<file path="src/mrm_pkg.sv">
// ----------------------------------------------------------------------------
// mrm_pkg
// Shared types and fixed widths for the max/RMS error metrics block.
// ----------------------------------------------------------------------------
package mrm_pkg;

   // port width of every value field
   localparam int unsigned VAL_W = 32;
   // width of a square and of a sum of squares
   localparam int unsigned SQ_W = 64;
   // fraction bits of the Q16.16 relative error
   localparam int unsigned FRAC_W = 16;
   // 1.0 in Q16.16, floor of the relative error divisor
   localparam logic [VAL_W-1:0] ONE_Q16 = 32'h0001_0000;

   // status of one serial arithmetic unit
   typedef struct packed {
      logic busy;   // steps in progress
      logic done;   // one-cycle pulse, result valid from here on
   } unit_status_type;

endpackage

</file>
<file path="src/max_rms_error_metrics.sv">
// An item not marked last runs the 32-step relative error divider, with the
// 16-step square multiplier squaring |d| beside it, then the multiplier again
// on the relative error before the next req_ready. An item marked last also runs
// the 64-step mean dividers and the 32-step square roots before rsp_valid.
// One item is processed at a time; a waiting result blocks new items only once
// the next set's result is ready to be presented.
// Reset (synchronous) clears all peaks, sums, the count and the saturation flag.
// ----------------------------------------------------------------------------
// max_rms_error_metrics
// Max and RMS of the absolute and relative error over a set of
// (sample, reference) pairs, one result per set on the item marked last.
// ----------------------------------------------------------------------------
module max_rms_error_metrics #(
   parameter int MAX_ELEMENTS = 1048576,
   parameter int VALUE_WIDTH  = 32
) (
   input  logic        clock,
   input  logic        reset,
   input  logic        req_valid,
   output logic        req_ready,
   input  logic [31:0] req_sample_value,
   input  logic [31:0] req_reference_value,
   input  logic        req_last,
   output logic        rsp_valid,
   input  logic        rsp_ready,
   output logic [31:0] rsp_max_abs_error,
   output logic [31:0] rsp_rms_abs_error,
   output logic [31:0] rsp_max_rel_error,
   output logic [31:0] rsp_rms_rel_error,
   output logic        rsp_sum_saturated
);

   localparam int VAL_W  = mrm_pkg::VAL_W;
   localparam int SQ_W   = mrm_pkg::SQ_W;
   localparam int FRAC_W = mrm_pkg::FRAC_W;
   localparam int EXT_W  = VAL_W + 2;
   localparam int CNT_W  = $clog2(MAX_ELEMENTS + 1);

   typedef enum logic [3:0] {
      ST_IDLE,
      ST_DIFF,
      ST_ABS,
      ST_DIV_GO,
      ST_DIV_WAIT,
      ST_MUL_GO,
      ST_MUL_WAIT,
      ST_ACCUM,
      ST_MEAN_GO,
      ST_MEAN_WAIT,
      ST_ROOT_GO,
      ST_ROOT_WAIT,
      ST_EMIT
   } state_type;

   state_type state_ff;

   // current item
   logic [EXT_W-1:0] s_ff;
   logic [EXT_W-1:0] r_ff;
   logic             last_ff;
   logic [EXT_W-1:0] diff_ff;
   logic [VAL_W-1:0] sabs_ff;
   logic             s_zero_ff;
   logic [VAL_W-1:0] ad_ff;
   logic [VAL_W-1:0] den_ff;
   logic [VAL_W-1:0] rel_ff;
   logic [SQ_W-1:0]  abs_sq_ff;

   // set state
   logic [VAL_W-1:0] peak_abs_ff;
   logic [VAL_W-1:0] peak_rel_ff;
   logic [SQ_W-1:0]  abs_sum_ff;
   logic [SQ_W-1:0]  rel_sum_ff;
   logic [CNT_W-1:0] count_ff;
   logic             sat_seen_ff;

   // result register
   logic             rsp_valid_ff;
   logic [VAL_W-1:0] out_max_abs_ff;
   logic [VAL_W-1:0] out_rms_abs_ff;
   logic [VAL_W-1:0] out_max_rel_ff;
   logic [VAL_W-1:0] out_rms_rel_ff;
   logic             out_sat_ff;

   logic [EXT_W-1:0] req_s_ext;
   logic [EXT_W-1:0] req_r_ext;
   logic [EXT_W-1:0] s_neg;
   logic [EXT_W-1:0] diff_neg;
   logic [SQ_W:0]    abs_total;
   logic [SQ_W:0]    rel_total;

   logic                  div_start;
   logic [VAL_W-1:0]      div_num;
   logic [VAL_W-1:0]      div_rem_init;
   logic [VAL_W-1:0]      div_quot;
   mrm_pkg::unit_status_type div_st;

   logic                  mul_start;
   logic [VAL_W-1:0]      mul_operand;
   logic [SQ_W-1:0]       mul_product;
   mrm_pkg::unit_status_type mul_st;

   logic                  mean_start;
   logic [SQ_W-1:0]       mean_abs;
   logic [SQ_W-1:0]       mean_rel;
   mrm_pkg::unit_status_type mean_abs_st;
   mrm_pkg::unit_status_type mean_rel_st;

   logic                  root_start;
   logic [VAL_W-1:0]      root_abs;
   logic [VAL_W-1:0]      root_rel;
   mrm_pkg::unit_status_type root_abs_st;
   mrm_pkg::unit_status_type root_rel_st;

   // only the low VALUE_WIDTH bits count, sign-extended
   assign req_s_ext = {{(EXT_W-VALUE_WIDTH){req_sample_value[VALUE_WIDTH-1]}},
                       req_sample_value[VALUE_WIDTH-1:0]};
   assign req_r_ext = {{(EXT_W-VALUE_WIDTH){req_reference_value[VALUE_WIDTH-1]}},
                       req_reference_value[VALUE_WIDTH-1:0]};

   assign s_neg    = '0 - s_ff;
   assign diff_neg = '0 - diff_ff;

   assign abs_total = {1'b0, abs_sum_ff} + {1'b0, abs_sq_ff};
   assign rel_total = {1'b0, rel_sum_ff} + {1'b0, mul_product};

   // |d| << 16 over max(|s|, 1.0): the top 16 dividend bits are below the
   // divisor, so they preload the remainder and only 32 steps remain
   assign div_start    = (state_ff == ST_DIV_GO);
   assign div_num      = {ad_ff[FRAC_W-1:0], {FRAC_W{1'b0}}};
   assign div_rem_init = {{FRAC_W{1'b0}}, ad_ff[VAL_W-1:FRAC_W]};

   // one multiplier squares |d| during the division, then r
   assign mul_start   = (state_ff == ST_DIV_GO) || (state_ff == ST_MUL_GO);
   assign mul_operand = (state_ff == ST_DIV_GO) ? ad_ff : rel_ff;

   assign mean_start = (state_ff == ST_MEAN_GO);
   assign root_start = (state_ff == ST_ROOT_GO);

   mrm_divider #(
      .NUM_W(VAL_W),
      .DEN_W(VAL_W)
   ) u_rel_div (
      .clock      (clock),
      .reset      (reset),
      .start      (div_start),
      .numerator  (div_num),
      .rem_init   (div_rem_init),
      .denominator(den_ff),
      .quotient   (div_quot),
      .status     (div_st)
   );

   mrm_multiplier #(
      .W(VAL_W)
   ) u_square (
      .clock       (clock),
      .reset       (reset),
      .start       (mul_start),
      .multiplicand(mul_operand),
      .multiplier  (mul_operand),
      .product     (mul_product),
      .status      (mul_st)
   );

   mrm_divider #(
      .NUM_W(SQ_W),
      .DEN_W(CNT_W)
   ) u_mean_abs (
      .clock      (clock),
      .reset      (reset),
      .start      (mean_start),
      .numerator  (abs_sum_ff),
      .rem_init   ('0),
      .denominator(count_ff),
      .quotient   (mean_abs),
      .status     (mean_abs_st)
   );

   mrm_divider #(
      .NUM_W(SQ_W),
      .DEN_W(CNT_W)
   ) u_mean_rel (
      .clock      (clock),
      .reset      (reset),
      .start      (mean_start),
      .numerator  (rel_sum_ff),
      .rem_init   ('0),
      .denominator(count_ff),
      .quotient   (mean_rel),
      .status     (mean_rel_st)
   );

   mrm_isqrt #(
      .IN_W(SQ_W)
   ) u_root_abs (
      .clock   (clock),
      .reset   (reset),
      .start   (root_start),
      .radicand(mean_abs),
      .root    (root_abs),
      .status  (root_abs_st)
   );

   mrm_isqrt #(
      .IN_W(SQ_W)
   ) u_root_rel (
      .clock   (clock),
      .reset   (reset),
      .start   (root_start),
      .radicand(mean_rel),
      .root    (root_rel),
      .status  (root_rel_st)
   );

   always_ff @(posedge clock) begin
      if (reset) begin
         state_ff     <= ST_IDLE;
         rsp_valid_ff <= 1'b0;
         peak_abs_ff  <= '0;
         peak_rel_ff  <= '0;
         abs_sum_ff   <= '0;
         rel_sum_ff   <= '0;
         count_ff     <= '0;
         sat_seen_ff  <= 1'b0;
      end else begin
         // ST_EMIT drives the result valid itself
         if (rsp_valid_ff && rsp_ready && state_ff != ST_EMIT) begin
            rsp_valid_ff <= 1'b0;
         end
         unique case (state_ff)
            ST_IDLE: begin
               if (req_valid) begin
                  s_ff     <= req_s_ext;
                  r_ff     <= req_r_ext;
                  last_ff  <= req_last;
                  state_ff <= ST_DIFF;
               end
            end
            ST_DIFF: begin
               diff_ff   <= s_ff - r_ff;
               // |s| is at most 2^31 and fits the unsigned port width
               sabs_ff   <= s_ff[EXT_W-1] ? s_neg[VAL_W-1:0] : s_ff[VAL_W-1:0];
               s_zero_ff <= (s_ff == '0);
               state_ff  <= ST_ABS;
            end
            ST_ABS: begin
               ad_ff    <= diff_ff[EXT_W-1] ? diff_neg[VAL_W-1:0] : diff_ff[VAL_W-1:0];
               den_ff   <= (sabs_ff > mrm_pkg::ONE_Q16) ? sabs_ff : mrm_pkg::ONE_Q16;
               state_ff <= ST_DIV_GO;
            end
            ST_DIV_GO: begin
               state_ff <= ST_DIV_WAIT;
            end
            ST_DIV_WAIT: begin
               if (div_st.done) begin
                  abs_sq_ff <= mul_product;
                  rel_ff    <= s_zero_ff ? '0 : div_quot;
                  state_ff  <= ST_MUL_GO;
               end
            end
            ST_MUL_GO: begin
               state_ff <= ST_MUL_WAIT;
            end
            ST_MUL_WAIT: begin
               if (mul_st.done) begin
                  state_ff <= ST_ACCUM;
               end
            end
            ST_ACCUM: begin
               if (ad_ff > peak_abs_ff) begin
                  peak_abs_ff <= ad_ff;
               end
               if (rel_ff > peak_rel_ff) begin
                  peak_rel_ff <= rel_ff;
               end
               abs_sum_ff <= abs_total[SQ_W] ? '1 : abs_total[SQ_W-1:0];
               rel_sum_ff <= rel_total[SQ_W] ? '1 : rel_total[SQ_W-1:0];
               if (abs_total[SQ_W] || rel_total[SQ_W]) begin
                  sat_seen_ff <= 1'b1;
               end
               // count sticks at the limit; later items still enter the sums
               if (count_ff < CNT_W'(MAX_ELEMENTS)) begin
                  count_ff <= count_ff + 1'b1;
               end
               state_ff <= last_ff ? ST_MEAN_GO : ST_IDLE;
            end
            ST_MEAN_GO: begin
               state_ff <= ST_MEAN_WAIT;
            end
            ST_MEAN_WAIT: begin
               if (mean_abs_st.done) begin
                  state_ff <= ST_ROOT_GO;
               end
            end
            ST_ROOT_GO: begin
               state_ff <= ST_ROOT_WAIT;
            end
            ST_ROOT_WAIT: begin
               if (root_abs_st.done) begin
                  state_ff <= ST_EMIT;
               end
            end
            ST_EMIT: begin
               // hold until the previous result has been transferred
               if (!rsp_valid_ff || rsp_ready) begin
                  out_max_abs_ff <= peak_abs_ff;
                  out_rms_abs_ff <= root_abs;
                  out_max_rel_ff <= peak_rel_ff;
                  out_rms_rel_ff <= root_rel;
                  out_sat_ff     <= sat_seen_ff;
                  rsp_valid_ff   <= 1'b1;
                  peak_abs_ff    <= '0;
                  peak_rel_ff    <= '0;
                  abs_sum_ff     <= '0;
                  rel_sum_ff     <= '0;
                  count_ff       <= '0;
                  sat_seen_ff    <= 1'b0;
                  state_ff       <= ST_IDLE;
               end
            end
            default: begin
               state_ff <= ST_IDLE;
            end
         endcase
      end
   end

   assign req_ready         = (state_ff == ST_IDLE);
   assign rsp_valid         = rsp_valid_ff;
   assign rsp_max_abs_error = out_max_abs_ff;
   assign rsp_rms_abs_error = out_rms_abs_ff;
   assign rsp_max_rel_error = out_max_rel_ff;
   assign rsp_rms_rel_error = out_rms_rel_ff;
   assign rsp_sum_saturated = out_sat_ff;

   // no unit may still be running when a new item can be taken
   assert property (@(posedge clock) disable iff (reset)
      req_ready |-> (!div_st.busy && !mul_st.busy && !mean_abs_st.busy
                     && !root_abs_st.busy))
      else $error("arithmetic unit busy while idle");

   // the |d| square must be finished when the division completes
   assert property (@(posedge clock) disable iff (reset)
      (state_ff == ST_DIV_WAIT && div_st.done) |-> !mul_st.busy)
      else $error("square not finished at end of division");

   // both mean dividers and both roots run in lockstep
   assert property (@(posedge clock) disable iff (reset)
      (mean_abs_st.done == mean_rel_st.done) && (root_abs_st.done == root_rel_st.done))
      else $error("paired units out of step");

   // a set is cleared on the same edge that presents its result
   assert property (@(posedge clock) disable iff (reset)
      $rose(rsp_valid_ff) |-> (count_ff == '0 && !sat_seen_ff && abs_sum_ff == '0))
      else $error("set state not cleared with result");

   // a saturated set keeps at least one sum pinned at full scale
   assert property (@(posedge clock) disable iff (reset)
      sat_seen_ff |-> (abs_sum_ff == '1 || rel_sum_ff == '1))
      else $error("saturation flag without saturated sum");

endmodule

</file>
<file path="src/mrm_divider.sv">
// ----------------------------------------------------------------------------
// mrm_divider
// Restoring unsigned divider, one quotient bit per cycle. The remainder can
// be preloaded, so leading dividend bits known to give zero are skipped.
// ----------------------------------------------------------------------------
module mrm_divider #(
   parameter int NUM_W = 32,
   parameter int DEN_W = 32
) (
   input  logic                     clock,
   input  logic                     reset,
   input  logic                     start,
   input  logic [NUM_W-1:0]         numerator,
   input  logic [DEN_W-1:0]         rem_init,
   input  logic [DEN_W-1:0]         denominator,
   output logic [NUM_W-1:0]         quotient,
   output mrm_pkg::unit_status_type status
);

   localparam int STEP_W = $clog2(NUM_W + 1);

   logic [NUM_W-1:0]  num_ff;
   logic [DEN_W-1:0]  rem_ff;
   logic [DEN_W-1:0]  den_ff;
   logic [STEP_W-1:0] step_ff;
   logic              busy_ff;
   logic              done_ff;

   logic [DEN_W:0]    partial;
   logic [DEN_W:0]    trial_diff;
   logic              fits;

   // rem_init must be below the denominator
   assign partial    = {rem_ff, num_ff[NUM_W-1]};
   assign fits       = partial >= {1'b0, den_ff};
   assign trial_diff = partial - {1'b0, den_ff};

   always_ff @(posedge clock) begin
      if (reset) begin
         busy_ff <= 1'b0;
         done_ff <= 1'b0;
         step_ff <= '0;
      end else begin
         done_ff <= 1'b0;
         if (start) begin
            num_ff  <= numerator;
            rem_ff  <= rem_init;
            den_ff  <= denominator;
            step_ff <= STEP_W'(NUM_W);
            busy_ff <= 1'b1;
         end else if (busy_ff) begin
            // dividend bits shift out at the top, quotient bits in at the bottom
            num_ff  <= {num_ff[NUM_W-2:0], fits};
            rem_ff  <= fits ? trial_diff[DEN_W-1:0] : partial[DEN_W-1:0];
            step_ff <= step_ff - 1'b1;
            if (step_ff == STEP_W'(1)) begin
               busy_ff <= 1'b0;
               done_ff <= 1'b1;
            end
         end
      end
   end

   assign quotient    = num_ff;
   assign status.busy = busy_ff;
   assign status.done = done_ff;

endmodule

</file>
<file path="src/mrm_multiplier.sv">
// ----------------------------------------------------------------------------
// mrm_multiplier
// Unsigned radix-4 serial multiplier, two multiplier bits per cycle, most
// significant digit first.
// ----------------------------------------------------------------------------
module mrm_multiplier #(
   parameter int W = 32
) (
   input  logic                     clock,
   input  logic                     reset,
   input  logic                     start,
   input  logic [W-1:0]             multiplicand,
   input  logic [W-1:0]             multiplier,
   output logic [2*W-1:0]           product,
   output mrm_pkg::unit_status_type status
);

   localparam int STEPS  = W / 2;
   localparam int STEP_W = $clog2(STEPS + 1);

   logic [W-1:0]      a_ff;
   logic [W+1:0]      a3_ff;
   logic [W-1:0]      b_ff;
   logic [2*W-1:0]    acc_ff;
   logic [STEP_W-1:0] step_ff;
   logic              busy_ff;
   logic              done_ff;

   logic [W+1:0]      pp;

   always_comb begin
      case (b_ff[W-1 -: 2])
         2'd0:    pp = '0;
         2'd1:    pp = {2'b00, a_ff};
         2'd2:    pp = {1'b0, a_ff, 1'b0};
         default: pp = a3_ff;
      endcase
   end

   always_ff @(posedge clock) begin
      if (reset) begin
         busy_ff <= 1'b0;
         done_ff <= 1'b0;
         step_ff <= '0;
      end else begin
         done_ff <= 1'b0;
         if (start) begin
            a_ff    <= multiplicand;
            a3_ff   <= (W+2)'(multiplicand) + (W+2)'({multiplicand, 1'b0});
            b_ff    <= multiplier;
            acc_ff  <= '0;
            step_ff <= STEP_W'(STEPS);
            busy_ff <= 1'b1;
         end else if (busy_ff) begin
            // partial products of a prefix never exceed the final product
            acc_ff  <= {acc_ff[2*W-3:0], 2'b00} + (2*W)'(pp);
            b_ff    <= {b_ff[W-3:0], 2'b00};
            step_ff <= step_ff - 1'b1;
            if (step_ff == STEP_W'(1)) begin
               busy_ff <= 1'b0;
               done_ff <= 1'b1;
            end
         end
      end
   end

   assign product     = acc_ff;
   assign status.busy = busy_ff;
   assign status.done = done_ff;

endmodule

</file>
<file path="src/mrm_isqrt.sv">
// ----------------------------------------------------------------------------
// mrm_isqrt
// Serial integer square root, floor result, one root bit per cycle from
// two radicand bits.
// ----------------------------------------------------------------------------
module mrm_isqrt #(
   parameter int IN_W = 64
) (
   input  logic                     clock,
   input  logic                     reset,
   input  logic                     start,
   input  logic [IN_W-1:0]          radicand,
   output logic [IN_W/2-1:0]        root,
   output mrm_pkg::unit_status_type status
);

   localparam int OUT_W  = IN_W / 2;
   localparam int STEP_W = $clog2(OUT_W + 1);

   logic [IN_W-1:0]   val_ff;
   logic [OUT_W:0]    rem_ff;
   logic [OUT_W-1:0]  root_ff;
   logic [STEP_W-1:0] step_ff;
   logic              busy_ff;
   logic              done_ff;

   logic [OUT_W+2:0]  partial;
   logic [OUT_W+2:0]  trial;
   logic [OUT_W+2:0]  trial_diff;
   logic              fits;

   assign partial    = {rem_ff, val_ff[IN_W-1 -: 2]};
   assign trial      = (OUT_W+3)'({root_ff, 2'b01});
   assign fits       = partial >= trial;
   assign trial_diff = partial - trial;

   always_ff @(posedge clock) begin
      if (reset) begin
         busy_ff <= 1'b0;
         done_ff <= 1'b0;
         step_ff <= '0;
      end else begin
         done_ff <= 1'b0;
         if (start) begin
            val_ff  <= radicand;
            rem_ff  <= '0;
            root_ff <= '0;
            step_ff <= STEP_W'(OUT_W);
            busy_ff <= 1'b1;
         end else if (busy_ff) begin
            // remainder stays below 2*root+1, so OUT_W+1 bits hold it
            rem_ff  <= fits ? trial_diff[OUT_W:0] : partial[OUT_W:0];
            root_ff <= {root_ff[OUT_W-2:0], fits};
            val_ff  <= {val_ff[IN_W-3:0], 2'b00};
            step_ff <= step_ff - 1'b1;
            if (step_ff == STEP_W'(1)) begin
               busy_ff <= 1'b0;
               done_ff <= 1'b1;
            end
         end
      end
   end

   assign root        = root_ff;
   assign status.busy = busy_ff;
   assign status.done = done_ff;

endmodule

</file>
<file path="config.mk">
export PLATFORM = sky130hd
export DESIGN_NAME = max_rms_error_metrics
export DESIGN_NICKNAME = d
export VERILOG_FILES = /design/src/mrm_pkg.sv /design/src/max_rms_error_metrics.sv /design/src/mrm_divider.sv /design/src/mrm_multiplier.sv /design/src/mrm_isqrt.sv
export SDC_FILE = /design/constraint.sdc
export NUM_CORES = 2
export LEC_CHECK = 0
export ABC_AREA = 0
export BUFFER_PORTS_ARGS = -buffer_cell sky130_fd_sc_hd__clkbuf_2
export CAP_MARGIN = 30
export CORE_ASPECT_RATIO = 0.9
export CORE_UTILIZATION = 39
export DETAILED_ROUTE_END_ITERATION = 8
export PLACE_DENSITY = 0.51
export SLEW_MARGIN = 20
export SYNTH_ARGS = -nofsm -noshare
export SYNTH_HDL_FRONTEND = slang
export SYNTH_SLANG_ARGS = --single-unit
</file>
<file path="constraint.sdc">
create_clock -name clock -period 18.3 [get_ports clock]
set_clock_uncertainty 0.05 [all_clocks]
set_input_delay 0 -clock clock [delete_from_list [all_inputs] [get_ports clock]]
set_output_delay 0 -clock clock [all_outputs]
set_load 0.01 [all_outputs]
</file>
Yosys cells after proc, flatten, opt, wreduce, memory -nomap -nowiden
Index checks and enable logic that the tools add are counted.
- register bits: 1393
- latch bits: 0
- bits in writable memories: 0
- memory bits (read-only): 0
- input port bits: 69
- output and inout bits: 131
- logic and storage cells: 264
- memories: 0
- add/sub/neg operators: 19
- multiply operators: 0
- divide/modulo/power cells: 0
- magnitude comparators: 9
- eq/ne operators: 31
- shift operators: 0
- mux-type cells: 91
- bitwise operators: 5
- reductions and logical operators: 44
- operators by type and width (kind ; number):
    2-to-1 mux 64 bit ; 12
    2-to-1 mux 32 bit ; 14
    case mux 64 bit (2 select lines) ; 2
    2-to-1 mux 33 bit ; 4
    adder 64 x 64 -> 65 bit ; 2
    case mux 32 bit (2 select lines) ; 2
    2-to-1 mux 21 bit ; 6
    case mux 34 bit (3 select lines) ; 1
    >= comparator 35 x 34 -> 1 bit ; 2
    subtractor 33 bit ; 2
    adder 64 x 34 -> 64 bit ; 1
    greater-than comparator 32 bit ; 2
    subtractor 1 x 32 -> 32 bit (first input constant) ; 2
    case mux 4 bit (13 select lines) ; 1
    >= comparator 22 x 21 -> 1 bit ; 2
    case mux 21 bit (2 select lines) ; 1
    subtractor 21 bit ; 2
    2-to-1 mux 6 bit ; 6
    adder 32 x 33 -> 34 bit ; 1
    logical NOT 34 bit ; 1
    >= comparator 33 x 32 -> 1 bit ; 1
    subtractor 32 x 32 -> 33 bit ; 1
    greater-than comparator 32 x 17 -> 1 bit (second input constant) ; 1
    subtractor 32 bit ; 1
    35 further kinds ; 129

Logic depth before layout (Yosys ltp)
- word-level depth: 5
- gate-level depth with buffers: 21
- mapped depth without buffers: 18

Modules after synthesis
A second synthesis with hierarchy kept.
- cell total of the unflattened synthesis: 7033
- area total of the unflattened synthesis: 78151.2 um^2
- by module, submodules not included (module ; instances ; cells each ; area an instance (um^2) ; sequential area each (um^2)):
    max_rms_error_metrics ; 1 ; 3194 ; 33833.7 ; 16996.3
    mrm_isqrt ; 2 ; 666 ; 7746.2 ; 4033.9
    mrm_divider at u_mean_abs ... ; 2 ; 476 ; 6012.0 ; 3363.2
    mrm_multiplier ; 1 ; 975 ; 10600.2 ; 4974.8
    mrm_divider at u_rel_div ; 1 ; 580 ; 6200.9 ; 3042.9

Least setup slack after synthesis
OpenSTA, ideal clock, no wires.
- kind: reg2reg
- start point: reg state_ff[2]
- end point: reg out_max_abs_ff[0], in the netlist rsp_max_abs_error[0], enable pin
- library setup time: 0.619 ns
- data arrival time: 6.868 ns
- data required time: 17.631 ns
- slack: 10.763 ns
- cell stages (with the launch flop): 9
- buffers on the path: 4
- clock period less this slack: 7.537 ns
- cells stage by stage: dfxtp_1 > clkbuf_1 > nor2b_1 > and3_1 > nand2_1 > clkbuf_1 > clkbuf_1 > clkbuf_1 > nor2_1
- cells in the longest elaborated chain, start to end: 2
- ends and longest elaborated chain (what ; RTL line ; RTL):
    start: declaration ; max_rms_error_metrics.sv:55 ; state_type state_ff;
    start signal: assignment ; max_rms_error_metrics.sv:286 ; state_ff <= last_ff ? ST_MEAN_GO : ST_IDLE;
    == test 4 bit ; max_rms_error_metrics.sv:231 ; unique case (state_ff)
    AND reduction 3 bit (no line) ; - ;
    end signal: assignment ; max_rms_error_metrics.sv:307 ; out_max_abs_ff <= peak_abs_ff;
    end: declaration ; max_rms_error_metrics.sv:79 ; logic [VAL_W-1:0] out_max_abs_ff;
Every way passes these cells.
A chain may end at the register's enable or synchronous reset.

Final worst setup path
- start point: reg state_ff[1]
- end point: reg u_square.a3_ff[33] (data pin)
- cells in the longest elaborated chain, start to end: 3
- ends and longest elaborated chain (what ; RTL line ; RTL):
    == test 4 x 2 -> 1 bit ; max_rms_error_metrics.sv:135 ; assign mul_operand = (state_ff == ST_DIV_GO) ? ad_ff : rel_ff;
    2-to-1 mux 32 bit ; max_rms_error_metrics.sv:135 ;
    named net mul_operand[1] ; max_rms_error_metrics.sv:99 ; logic [VAL_W-1:0] mul_operand;
    adder 32 x 33 -> 34 bit ; mrm_multiplier.sv:49 ; a3_ff <= (W+2)'(multiplicand) + (W+2)'({multiplicand, 1'b0});
    end signal: assignment ; mrm_multiplier.sv:49 ;
    end: declaration ; mrm_multiplier.sv:22 ; logic [W+1:0] a3_ff;
The timed path passes the listed nets, and every way through them passes these cells.

==> impl_results.md <==
* Most common cell in the netlist: nand2_1
* Met2 track demand over resource at 0.3175
* Num CTS Buffers at 158
* Worst-case reg-to-reg path depth at 19
* CTS sink cnt at 1392
* Max_cap viols at 0
* Post-route cell area at 85230 sq um
* Synth top area share at 0.4527
* Cells on Worst Hold Path at 3
* First-pass GRT wire length at between 300000 and 400000 microns
* Initial Util at 0.3920
* Die Wd at 463.3 microns
* Synth warnings at 0
* Final wirelength at 191600 microns
* Startpoint Class: flop
* Hold Fails Final Rpt at 0
* Top FF cell, synth: edfxtp_1
* CP Data Required Time at 18800 ps
* Final hold slack at 206.1 ps
* Total Routing Usage GR at 0.1959
* Minimum clock period at 5916 ps
* Post-route setup TNS at 0 ps
* Placed inst area at just under 80000 sq um
* Reg clk slew, reported paths at 60 ps
* Mean Syn Cell Area at 10.26 sq um
* Routed len/inst at 18.82 microns
* 1st-iter DRT viols at between 3000 and 4000
* Vias in the first global route at 52160
* Leak at around 34 nW
* Largest net degree at the start of global routing at approximately 160
* DR DRC count at 0
* Pre-CTS setup slack at 12440 ps
* Core Util, Final at 0.4472
* Peak supply drop at 0.09791 mV
* Gate power share at 0.069
* Synthesized cell area at 74690 sq um
* Post-synth EDFFs at 1126
* Post-synth top area cell: edfxtp_1
* RSZ-0062 raised after global routing: no
* Vias/cell at 5.292
* Commonest cells post-synth: nand2_1 (1180), edfxtp_1 (1126), nor2_1 (641)
* Critical Path End Type: flop
* Placed cells at 9746
* Global placer's final weighted congestion at 0.8694
* Layout cells sized above 1 at 0.08467
* DIE AREA at 193300 sq um
* Vias at between 50000 and 60000
* TritonRoute pass-1 iters at 7
* Clock power share at 0.453
* Seq pwr share at 0.478
* Achievable Freq at 0.1690 GHz
* Half-perimeter wire length after placement at 136100 microns
* WS Path Type: reg -> reg
* WP data arrival at 6420 ps
* Async S/R FF share, synth at 0
* Root Driver: clkbuf_16
* Layout net count at 8028
* Syn Nets at 7803
* Layout Cells excl Fill at 10180
* Port Buf Inserts at 199
* Cts repair resizes at 0
* Post-route ant nets at 0
* Gr busiest metal: met2
* Switching portion of total power at 0.2343
* Max-slew violations at 0
* Int Power at 5.682 mW
* Post-synthesis cell type count at 100
* P_sw at 1.738 mW
* Met1 Track Usage GR at 0.2738
* Core Area at 190600 sq um
* Final setup viols at 0
* Ranking of synthesized cells by area: edfxtp_1 (45%), ha_1 (7.5%), dfxtp_1 (7.1%)
* Slew headroom at 0.2929
* Ports at 200
* Met3 GRT Util at 0.02653
* Seq/Total Area, Yosys at 0.5240
* Synth Register Bits at 1392
* Worst min path class: in -> reg
* Critical path peak fanout at 53
* Clock Path Buffers at 3
* H-tree depth at 4
* Status: complete, no violations
* Setup WS post-layout at around 12000 ps
* Tcrit/Tclk final at 0.3233
* Rows at 152
* CTS tree: built
* Clk Latency, worst-skew pair at 820 ps
* Layout Area Growth over Synthesis at 14.10%
* Initial antenna violation count at 3
* Slew of the pin with the lowest slew margin at 1061 ps
* Die height at 417.2 microns
* Grt total ovfl at 0
* Pwr Total at 7.420 mW
* Cells after Synth at 7280
* Pwr dens at 87.07 nW/um^2
==> cells in the final DEF (no fill, tap or decap), types with 134 or more instances in the layout <==
cell type,count
ha_1,446
nor2_1,632
dfxtp_1,266
xor2_1,162
nand2_1,1179
nand3_1,137
edfxtp_1,1126
xnor2_1,278
inv_1,340
a21o_1,185
dlygate4sd3_1,134
o21ai_0,242
clkbuf_2,198
a21oi_1,559
clkbuf_16,161
==> cells by family (layout without fill, tap and decap cells) <==
| family | Yosys count | in the layout | share of synthesized area |
|---|---|---|---|
| xor+xnor | 440 | 440 | 0.05159 |
| flops | 1392 | 1392 | 0.5240 |
| other cells | 0 | 2 | 0 |
| buf+inv | 670 | 1031 | 0.03496 |
| mux | 156 | 156 | 0.02158 |
| simple gates | 2557 | 2557 | 0.1510 |
| fa+ha+maj | 454 | 454 | 0.07686 |
| compound gates | 1611 | 1611 | 0.1400 |
==> path summary, 6_finish.rpt <==
check              startpoint                    end  slack, ps
setup / recovery  state_ff[1]     u_square.a3_ff[33]      12380
hold / removal          reset  u_root_rel.step_ff[5]        210
setup reg to reg  state_ff[1]     u_square.a3_ff[33]      12380
hold reg to reg     den_ff[7]    u_rel_div.den_ff[7]        370
==> layout make-up <==
class | count | area (sq um)
Timing Repair Buffer | 395 | 2977
Sequential cell | 1392 | 39140
Clock buffer | 202 | 4343
Tap cell | 2541 | 3179
Multi-Input combinational cell | 5218 | 33120
Antenna cell | 2 | 5.005
Clock inverter | 94 | 1189
Fill cell | 18110 | 105300
Inverter | 340 | 1276
==> critical path: stages, from the launching register on <==
cell and delay [ps]:
dfxtp_1 650, inv_1 280, nor2_1 330, nand3_4 440, buf_4 480, nand2_1 160
nand2_1 140, ha_1 260, fa_1 430, a211oi_1 430, o21ai_1 150, nand4_1 140
a311o_1 250, o221a_2 250, a31oi_1 150, a31oi_1 290, a311oi_2 160, a21o_1 200
a21o_1 200, a21o_1 170
==> routing by layer <==
metal | vias up | wire length, microns
met5 | - | 0
met4 | 0 | 4344
met3 | 276 | 7239
met2 | 1020 | 88100
met1 | 25860 | 91950
li1 | 26740 | -
==> sequential cells by signal, summed over array words and instances, names as in the netlist, 33 cells and up <==
register,count
abs_sum_ff,64
u_root_abs.rem_ff,33
u_square.a3_ff,34
u_root_rel.val_ff,64
u_square.product,64
diff_ff,33
u_mean_rel.quotient,64
abs_sq_ff,64
u_mean_abs.quotient,64
u_root_rel.rem_ff,33
rel_sum_ff,64
u_root_abs.val_ff,64
==> power by group through the flow <==
stage                     Sequential [mW]  Clock, mW  Combinational, mW
after floorplan                      3.59          0              0.370
after global placement               3.62          0              0.475
after detailed placement             3.62          0              0.481
after CTS                            3.55       3.46              0.505
after global routing                 3.56       3.58              0.568
final                                3.55       3.36              0.509
==> timing repair <==
item | in CTS | in global routing
hold buffers | 134 | 0
setup buffers | 0 | 0
endpoints found under the hold margin | 163 | 0
No activity file was read; power rests on OpenSTA's default activity.
